### src/hw/rtl/gia_pkg.sv
`timescale 1ns / 1ps

package gia_pkg;

    localparam int MAX_ENTITIES = 1024;
    localparam int GEN_BITS     = 8;
    localparam int MAX_BURST    = 64;

    localparam int IDX_W   = $clog2(MAX_ENTITIES);
    localparam int DEPTH_W = $clog2(MAX_ENTITIES + 1);
    localparam int AVAIL_W = DEPTH_W + 1;
    localparam int COUNT_W = 7;
    localparam int MODE_W  = 2;

    localparam logic [MODE_W-1:0] MODE_ALLOC = 2'd0;
    localparam logic [MODE_W-1:0] MODE_FREE  = 2'd1;
    localparam logic [MODE_W-1:0] MODE_CLEAR = 2'd2;

    typedef enum logic [3:0] {
        S_IDLE,
        S_DECODE,
        S_STK_ADDR,
        S_STK_DATA,
        S_STK_EMIT,
        S_FRESH,
        S_FULL,
        S_FREE_RD,
        S_FREE_WR
    } t_state;

    typedef enum logic [1:0] {
        SRC_STACK,
        SRC_FRESH,
        SRC_FULL
    } t_out_src;

    typedef struct packed {
        logic     capture;
        logic     start_alloc;
        logic     clear;
        logic     gen_rd_free;
        logic     free_commit;
        logic     push;
        t_out_src out_src;
    } t_dp_cmd;

    typedef struct packed {
        logic [MODE_W-1:0] mode;
        logic              cnt_zero;
        logic              burst_full;
        logic              stk_some;
        logic              free_ok;
        logic              stk_last;
        logic              all_last;
        logic              out_free;
    } t_dp_sts;

endpackage

### src/hw/rtl/gia_ctrl.sv
`timescale 1ns / 1ps

module gia_ctrl (
    input  logic             i_clk,
    input  logic             i_rst_n,
    input  logic             i_in_valid,
    output logic             o_in_stall,
    input  gia_pkg::t_dp_sts i_sts,
    output gia_pkg::t_dp_cmd o_cmd
);

    gia_pkg::t_state r_state, n_state;

    always_ff @(posedge i_clk) begin
        if (!i_rst_n) begin
            r_state <= gia_pkg::S_IDLE;
        end else begin
            r_state <= n_state;
        end
    end

    always_comb begin
        n_state = r_state;
        unique case (r_state)
            gia_pkg::S_IDLE: begin
                if (i_in_valid) begin
                    n_state = gia_pkg::S_DECODE;
                end
            end
            gia_pkg::S_DECODE: begin
                unique case (i_sts.mode)
                    gia_pkg::MODE_ALLOC: begin
                        if (i_sts.cnt_zero) begin
                            n_state = gia_pkg::S_IDLE;
                        end else if (i_sts.burst_full) begin
                            n_state = gia_pkg::S_FULL;
                        end else if (i_sts.stk_some) begin
                            n_state = gia_pkg::S_STK_ADDR;
                        end else begin
                            n_state = gia_pkg::S_FRESH;
                        end
                    end
                    gia_pkg::MODE_FREE: begin
                        n_state = i_sts.free_ok ? gia_pkg::S_FREE_RD : gia_pkg::S_IDLE;
                    end
                    default: begin
                        n_state = gia_pkg::S_IDLE;
                    end
                endcase
            end
            gia_pkg::S_STK_ADDR: n_state = gia_pkg::S_STK_DATA;
            gia_pkg::S_STK_DATA: n_state = gia_pkg::S_STK_EMIT;
            gia_pkg::S_STK_EMIT: begin
                if (i_sts.out_free) begin
                    if (!i_sts.stk_last) begin
                        n_state = gia_pkg::S_STK_ADDR;
                    end else if (i_sts.all_last) begin
                        n_state = gia_pkg::S_IDLE;
                    end else begin
                        n_state = gia_pkg::S_FRESH;
                    end
                end
            end
            gia_pkg::S_FRESH: begin
                if (i_sts.out_free && i_sts.all_last) begin
                    n_state = gia_pkg::S_IDLE;
                end
            end
            gia_pkg::S_FULL: begin
                if (i_sts.out_free) begin
                    n_state = gia_pkg::S_IDLE;
                end
            end
            gia_pkg::S_FREE_RD: n_state = gia_pkg::S_FREE_WR;
            gia_pkg::S_FREE_WR: n_state = gia_pkg::S_IDLE;
            default:            n_state = gia_pkg::S_IDLE;
        endcase
    end

    always_comb begin
        o_cmd             = '0;
        o_cmd.out_src     = gia_pkg::SRC_FULL;
        o_in_stall        = (r_state != gia_pkg::S_IDLE);
        unique case (r_state)
            gia_pkg::S_IDLE: begin
                o_cmd.capture = i_in_valid;
            end
            gia_pkg::S_DECODE: begin
                o_cmd.start_alloc = (i_sts.mode == gia_pkg::MODE_ALLOC)
                                    && !i_sts.cnt_zero && !i_sts.burst_full;
                o_cmd.clear       = (i_sts.mode == gia_pkg::MODE_CLEAR);
            end
            gia_pkg::S_STK_EMIT: begin
                o_cmd.push    = i_sts.out_free;
                o_cmd.out_src = gia_pkg::SRC_STACK;
            end
            gia_pkg::S_FRESH: begin
                o_cmd.push    = i_sts.out_free;
                o_cmd.out_src = gia_pkg::SRC_FRESH;
            end
            gia_pkg::S_FULL: begin
                o_cmd.push    = i_sts.out_free;
                o_cmd.out_src = gia_pkg::SRC_FULL;
            end
            gia_pkg::S_FREE_RD: begin
                o_cmd.gen_rd_free = 1'b1;
            end
            gia_pkg::S_FREE_WR: begin
                o_cmd.gen_rd_free = 1'b1;
                o_cmd.free_commit = 1'b1;
            end
            default: begin
            end
        endcase
    end

    a_push_gated: assert property (@(posedge i_clk) disable iff (!i_rst_n)
        o_cmd.push |-> i_sts.out_free)
        else $error("push without room in output register");

    a_free_sequence: assert property (@(posedge i_clk) disable iff (!i_rst_n)
        r_state == gia_pkg::S_FREE_RD |=> o_cmd.free_commit)
        else $error("free read not followed by commit");

    a_capture_idle: assert property (@(posedge i_clk) disable iff (!i_rst_n)
        o_cmd.capture |=> r_state == gia_pkg::S_DECODE)
        else $error("captured transaction not decoded");

endmodule

### config.mk
export PLATFORM = sky130hd
export DESIGN_NAME = gia_ctrl
export DESIGN_NICKNAME = d
export VERILOG_FILES = /design/src/hw/rtl/gia_pkg.sv /design/src/hw/rtl/gia_ctrl.sv
export SDC_FILE = /design/constraint.sdc
export NUM_CORES = 1
export LEC_CHECK = 0
export BUFFER_PORTS_ARGS = -buffer_cell sky130_fd_sc_hd__buf_2
export CORE_AREA = 2 2 39 41
export CTS_BUF_LIST = sky130_fd_sc_hd__clkbuf_16
export DETAILED_ROUTE_END_ITERATION = 16
export DIE_AREA = 0 0 41 43
export PLACE_DENSITY = 0.64
export SLEW_MARGIN = 20
export SYNTH_ARGS = -nofsm -noshare
export SYNTH_HDL_FRONTEND = slang
export SYNTH_SLANG_ARGS = --single-unit
### constraint.sdc
create_clock -name i_clk -period 1.85 [get_ports i_clk]
set_input_delay 0.2775 -clock i_clk [delete_from_list [all_inputs] [get_ports i_clk]]
set_output_delay 0.2775 -clock i_clk [all_outputs]
set_load 0.005 [all_outputs]
==> impl_metrics.tcl, run 1 <==
set metrics [dict create \
    wl_per_cell_um 12.74 \
    cts_tree "yes" \
    syn-num-nets 69 \
    htreeDepth 1 \
    worstMarginPinSlew_ns 0.3837 \
    rsz0062_at_grt "no" \
    gp_congestion 0.8044 \
    clock_latency_ns 0.23 \
    yosysWarnings 0 \
    vias_per_cell 5.742 \
    io_pins 21 \
    rows 14 \
    multiInputGateArea_sq_um 336.6 \
    fin_skew_ns 0.003958 \
    antennaDiodeCount 0 \
    status "complete, no violations" \
    drv_slew 0 \
    grt_pass1_wl_mm 1.766 \
    fin_nets 91 \
    yosys.area.top_type "dfxtp_1" \
    area_delta_synth_final_pct 42.82 \
    clockRootBuffer "clkbuf_16" \
    die_w_um 41 \
    synth.top_cell.area_share_pct 18.39 \
    fin_crit_sh_pct 94.64 \
    cellLeakagePower_uw 0.0002572 \
    ys_types 32 \
    irDropWorstVdd_v 0.0005273 \
    netlist_area_sq_um 435.4 \
    finalPower_uw 545.2 \
    mostFrequentLayoutCells "20 x buf_2, 7 x nor2_1, 5 x nand2_1" \
    die-area_sq_mm 0.001763 \
    regMostFlops "r_state" \
    stdcell_count 93 \
    dp_cells 90 \
    avgSynthCellArea_sq_um 7.639 \
    grt_pass1_vias 412 \
    clk_pin_slew_ns 0.03 \
    clock-sinks 4 \
    drt_iter0_drc 11 \
    worstPathArrival_ns 1.47 \
    grt_overflow_total 0 \
    largest_register_ffs 4 \
    hold_viol_final 0 \
    die-height_um 43 \
    vias 534 \
    seqCellArea_sq_um 86.33 \
    yosys-top-cells-area "dfxtp_1 18%, nor2_1 6.0%, nor4_4 4.9%, nand2_1 4.3%, nand2b_1 4.3%" \
    final_common_cell "buf_2" \
    fmax_mhz 571.2 \
    worst-setup-path-type "flop to output pin" \
    min_period_ns 1.751 \
    clock_path_buffers 2 \
    dpl.hpwl_um 873.5 \
    top_regs "r_state x4" \
    setup_tns_ns 0 \
    postCtsHoldBufs 0 \
    grt_antenna_before_repair 0 \
    ys_seq_area_share_pct 18.39 \
    crit_path_max_fanout 7 \
    critical_path_required_ns 1.57 \
    synth_cells 57 \
    p_per_area_mw_per_mm2 876.7 \
    drc 0 \
    cap_violations 0 \
    critPathCaptureType "output pin" \
    cts_buffers 3 \
    hp-class "input pin to flop" \
    grt.total_usage_pct 15.86 \
    setup_ws_ns 0.09922 \
    drive_gt1_share_pct 44.16 \
    cp-start-kind "flop" \
    setup_viol 0 \
    wirelength_mm 1.185 \
    portBuffers 20 \
    maxSlewHeadroom_pct 74.38 \
    nFillCells 147 \
    pre_cts_slack_ns 0.2984 \
    grt_max_degree 14 \
    dr.pass1.iters 4 \
    start_util_pct 31.46 \
    fp.coreArea_sq_mm 0.001384 \
    synth-seq-cells 4 \
    drtAntennaViolNets 0 \
]
==> synth_stat cells <==
cell       number
nand2b_1        3
nand3b_1        1
o41ai_1         2
nor2_1          7
o21a_1          1
o31ai_1         1
nand2_2         1
a31oi_1         2
a211o_1         1
o21ai_1         2
buf_2           2
o21bai_1        1
nand2b_4        1
nor4bb_1        1
nor3_1          2
a22oi_1         1
a2111oi_2       1
o21ai_0         2
a21boi_2        1
nor4_4          1
nand2_1         5
dfxtp_1         4
and3_1          2
o32ai_1         2
or2_2           1
nor2b_1         1
inv_1           1
buf_6           1
nor3b_1         1
nor4b_1         1
nand2b_2        1
a21oi_1         3
==> area by class of cell <==
class | count | area share, %
multi-input cells | 49 | 54.12
repair buffers | 20 | 16.10
flip-flops and latches | 4 | 13.88
clock buffers | 3 | 12.07
well taps | 16 | 3.219
inverters | 1 | 0.6036
==> worst paths after layout <==
path | endpoint | cells after the start | slack [ns] | start
max | o_cmd[6] | 4 | 0.1 | r_state[3]
min | r_state[3] | 3 | 0.36 | i_rst_n
max reg2reg | r_state[1] | 4 | 0.50 | r_state[1]
min reg2reg | r_state[3] | 2 | 0.59 | r_state[0]
==> layer usage <==
layer	part of all wire, %	global-route usage [%]
met4	4.5	16.00
met5	0	0
met3	7.3	4.712
met2	42	20.31
met1	46	19.29
==> through the flow <==
| step | cell area [sq um] | util (%) | hold slack, ns |
|---|---|---|---|
| final | 621.8 | 44.94 | 0.3625 |
| after global routing | 621.8 | 44.94 | 0.3776 |
| after CTS | 609.3 | 44.03 | 0.3636 |
| after detailed placement | 534.3 | 38.61 | 0.5967 |
| after global placement | 534.3 | 38.61 | 0.5978 |
| after floorplan | 435.4 | - | 0.4407 |
==> repair_timing <==
item	CTS	global route
setup endpoints to repair	0	2
gates resized for setup	0	5
buffers inserted	0	0
==> power by group <==
| group | leakage, uW | switching [uW] | internal (uW) |
|---|---|---|---|
| clock network | 0.0000370 | 66.8 | 277 |
| logic | 0.000186 | 50.7 | 44.4 |
| registers | 0.0000341 | 13.9 | 92.7 |
==> cells by family after synthesis <==
family | Yosys count | synth area share, %
buffers and inverters | 4 | 5.746
AND/OR/NAND/NOR | 29 | 41.96
flip-flops | 4 | 18.39
AO/OA/AOI/OAI | 20 | 33.91
==> critical path, cell delays in order (launching register included) <==
cell,delay (ns)
dfxtp_2,0.34
nand2b_4,0.17
nor4_4,0.35
nor4b_2,0.24
buf_2,0.14
(Power assumes the default switching activity.)
==> run 2, diff against run 1 <==
--- a/config.mk
+++ b/config.mk
@@ -10,6 +10,7 @@
 export CTS_BUF_LIST = sky130_fd_sc_hd__clkbuf_16
 export DETAILED_ROUTE_END_ITERATION = 16
 export DIE_AREA = 0 0 41 43
+export MAX_ROUTING_LAYER = met4
 export PLACE_DENSITY = 0.64
 export SLEW_MARGIN = 20
 export SYNTH_ARGS = -nofsm -noshare
==> run 2 against run 1 <==
Fmax up 0.19%. Power about the same. Die area unchanged. Critical path depth unchanged. Register-to-register slack about the same. Final area unchanged. Sequential power about the same. Flip-flop and latch count unchanged. Clock skew about the same. Global-route usage up 0.39 points. Critical path type unchanged. Largest cell class unchanged. Largest power group unchanged.
==> impl_metrics.tcl, run 2 (synthesis gave the netlist of run 1 again) <==
set metrics [dict create \
    fin_crit_sh_pct 94.45 \
    rrSetupSlack_ns 0.51 \
    dr.pass1.iters 4 \
    max_stage_delay_ns 0.35 \
    fmax_mhz 572.3 \
    hold_end "r_state[3]" \
    grt_pass1_wl_mm 1.766 \
    utilization_pct 44.94 \
    io_pins 21 \
    portBuffers 20 \
    htreeDepth 1 \
    drive_gt1_share_pct 44.16 \
    setup_tns_ns 0 \
    clk_pin_slew_ns 0.03 \
    regMostFlops "r_state" \
    area_delta_synth_final_pct 42.82 \
    drtAntennaViolNets 0 \
    fin_skew_ns 0.004102 \
    p_per_area_mw_per_mm2 876.9 \
    fin_nets 91 \
    ff2ff_path_depth 4 \
    stdcell_count 93 \
    path_buf_inv 1 \
    gp_congestion 0.8161 \
    rsz0062_at_grt "no" \
    worstMarginPinSlew_ns 0.3823 \
    critical_path_required_ns 1.57 \
    critPathSlowestCell "nor4_4" \
    worst-setup-path-type "flop to output pin" \
    pre_cts_slack_ns 0.2984 \
    rows 14 \
    irDropWorstVdd_v 0.0005268 \
    grt_antenna_before_repair 0 \
    hold_depth 3 \
    multiInputGateArea_sq_um 336.6 \
    cp-start-kind "flop" \
    dpl.hpwl_um 873.5 \
    dp_cells 90 \
    setup_ws_ns 0.1026 \
    vias_per_cell 5.699 \
    rr_startpoint "r_state[1]" \
    critPathCaptureType "output pin" \
    min_period_ns 1.747 \
    largest_register_ffs 4 \
    post-cts-setup-buffers 0 \
    drv_slew 0 \
    grt_max_degree 14 \
    worstPathArrival_ns 1.47 \
    min_from "i_rst_n" \
    hp-class "input pin to flop" \
    maxSlewHeadroom_pct 74.48 \
    setup_viol 0 \
    wl_per_cell_um 12.67 \
    drc 0 \
    top_regs "r_state x4" \
    crit_family "simple AND/OR/NAND/NOR gates" \
    clock-sinks 4 \
    grt_pass1_vias 412 \
    die-area_sq_mm 0.001763 \
    die_w_um 41 \
    seqCellArea_sq_um 86.33 \
    postCtsHoldBufs 0 \
    drt_iter0_drc 11 \
    final_common_cell "buf_2" \
    antennaDiodeCount 0 \
    nFillCells 147 \
    clockRootBuffer "clkbuf_16" \
    mostFrequentLayoutCells "20 x buf_2, 7 x nor2_1, 5 x nand2_1" \
    crit_path_max_fanout 7 \
    crit_chain "nand2b_4 > nor4_4 > nor4b_2 > buf_2" \
    grt.total_usage_pct 16.26 \
    start_util_pct 31.46 \
    cts_buffers 3 \
    vias 530 \
    grt_overflow_total 0 \
    fp.coreArea_sq_mm 0.001384 \
    cellLeakagePower_uw 0.0002572 \
    hold_viol_final 0 \
    hold-worst-slack_ns 0.3625 \
    r2r_end "r_state[1]" \
    clock_latency_ns 0.23 \
    wirelength_mm 1.178 \
    clock_path_buffers 2 \
    die-height_um 43 \
    status "complete, no violations" \
    cap_violations 0 \
    cts_tree "yes" \
]
run 2: cell counts in the layout (fill, tap and decap cells not counted):
Identical to the previous run, type by type.
run 2: per-stage QoR:
stage               power, uW  instance area (sq um)
floorplan               163.0                  435.4
global placement        200.1                  534.3
detailed placement      199.1                  534.3
CTS                     545.0                  609.3
global route            566.2                  621.8
finish                  545.3                  621.8
run 2: layout make-up:
type	count	area share [%]
clock buffer	3	12.07
inverter	1	0.6036
multi-input combinational	49	54.12
sequential	4	13.88
tap	16	3.219
timing repair buffer	20	16.10
run 2: worst reg2reg max path: stages, from the launching register on:
cell       delay [ns]
dfxtp_1          0.41
nand2b_1         0.28
nor2_1           0.12
o21ai_1          0.08
a2111oi_2        0.34
run 2: what timing repair did:
action | 4_1_cts | 5_1_grt
resized for setup | 0 | 5
endpoints found under the setup margin | 0 | 2
endpoints found under the hold margin | 0 | 0
run 2: worst max-delay path by stage:
stage | start | to | slack, ns | cells after the start
after detailed placement | r_state[0] | o_cmd[6] | 0.30 | 4
after floorplan | r_state[1] | o_cmd[6] | 0.51 | 3
final | r_state[3] | o_cmd[6] | 0.10 | 4
after CTS | r_state[0] | o_cmd[6] | 0.05 | 4
after global placement | r_state[0] | o_cmd[6] | 0.30 | 4
after global routing | r_state[3] | o_cmd[6] | 0.02 | 4
run 2: where the power goes:
group	total, uW	internal, uW	switching (uW)
logic	95.1	44.4	50.7
clock network	344	277	66.9
registers	107	92.7	13.9
total	545	414	131
run 2: routing by layer:
metal / track usage [%] / wire length (um) / share of wire, % / vias to the layer above
met5: - / 0 / 0 / -
met4: 16.00 / 53 / 4.5 / 0
met3: 4.712 / 86 / 7.3 / 5
met2: 20.31 / 500 / 42 / 18
met1: 19.29 / 538 / 46 / 244
li1: - / - / - / 263
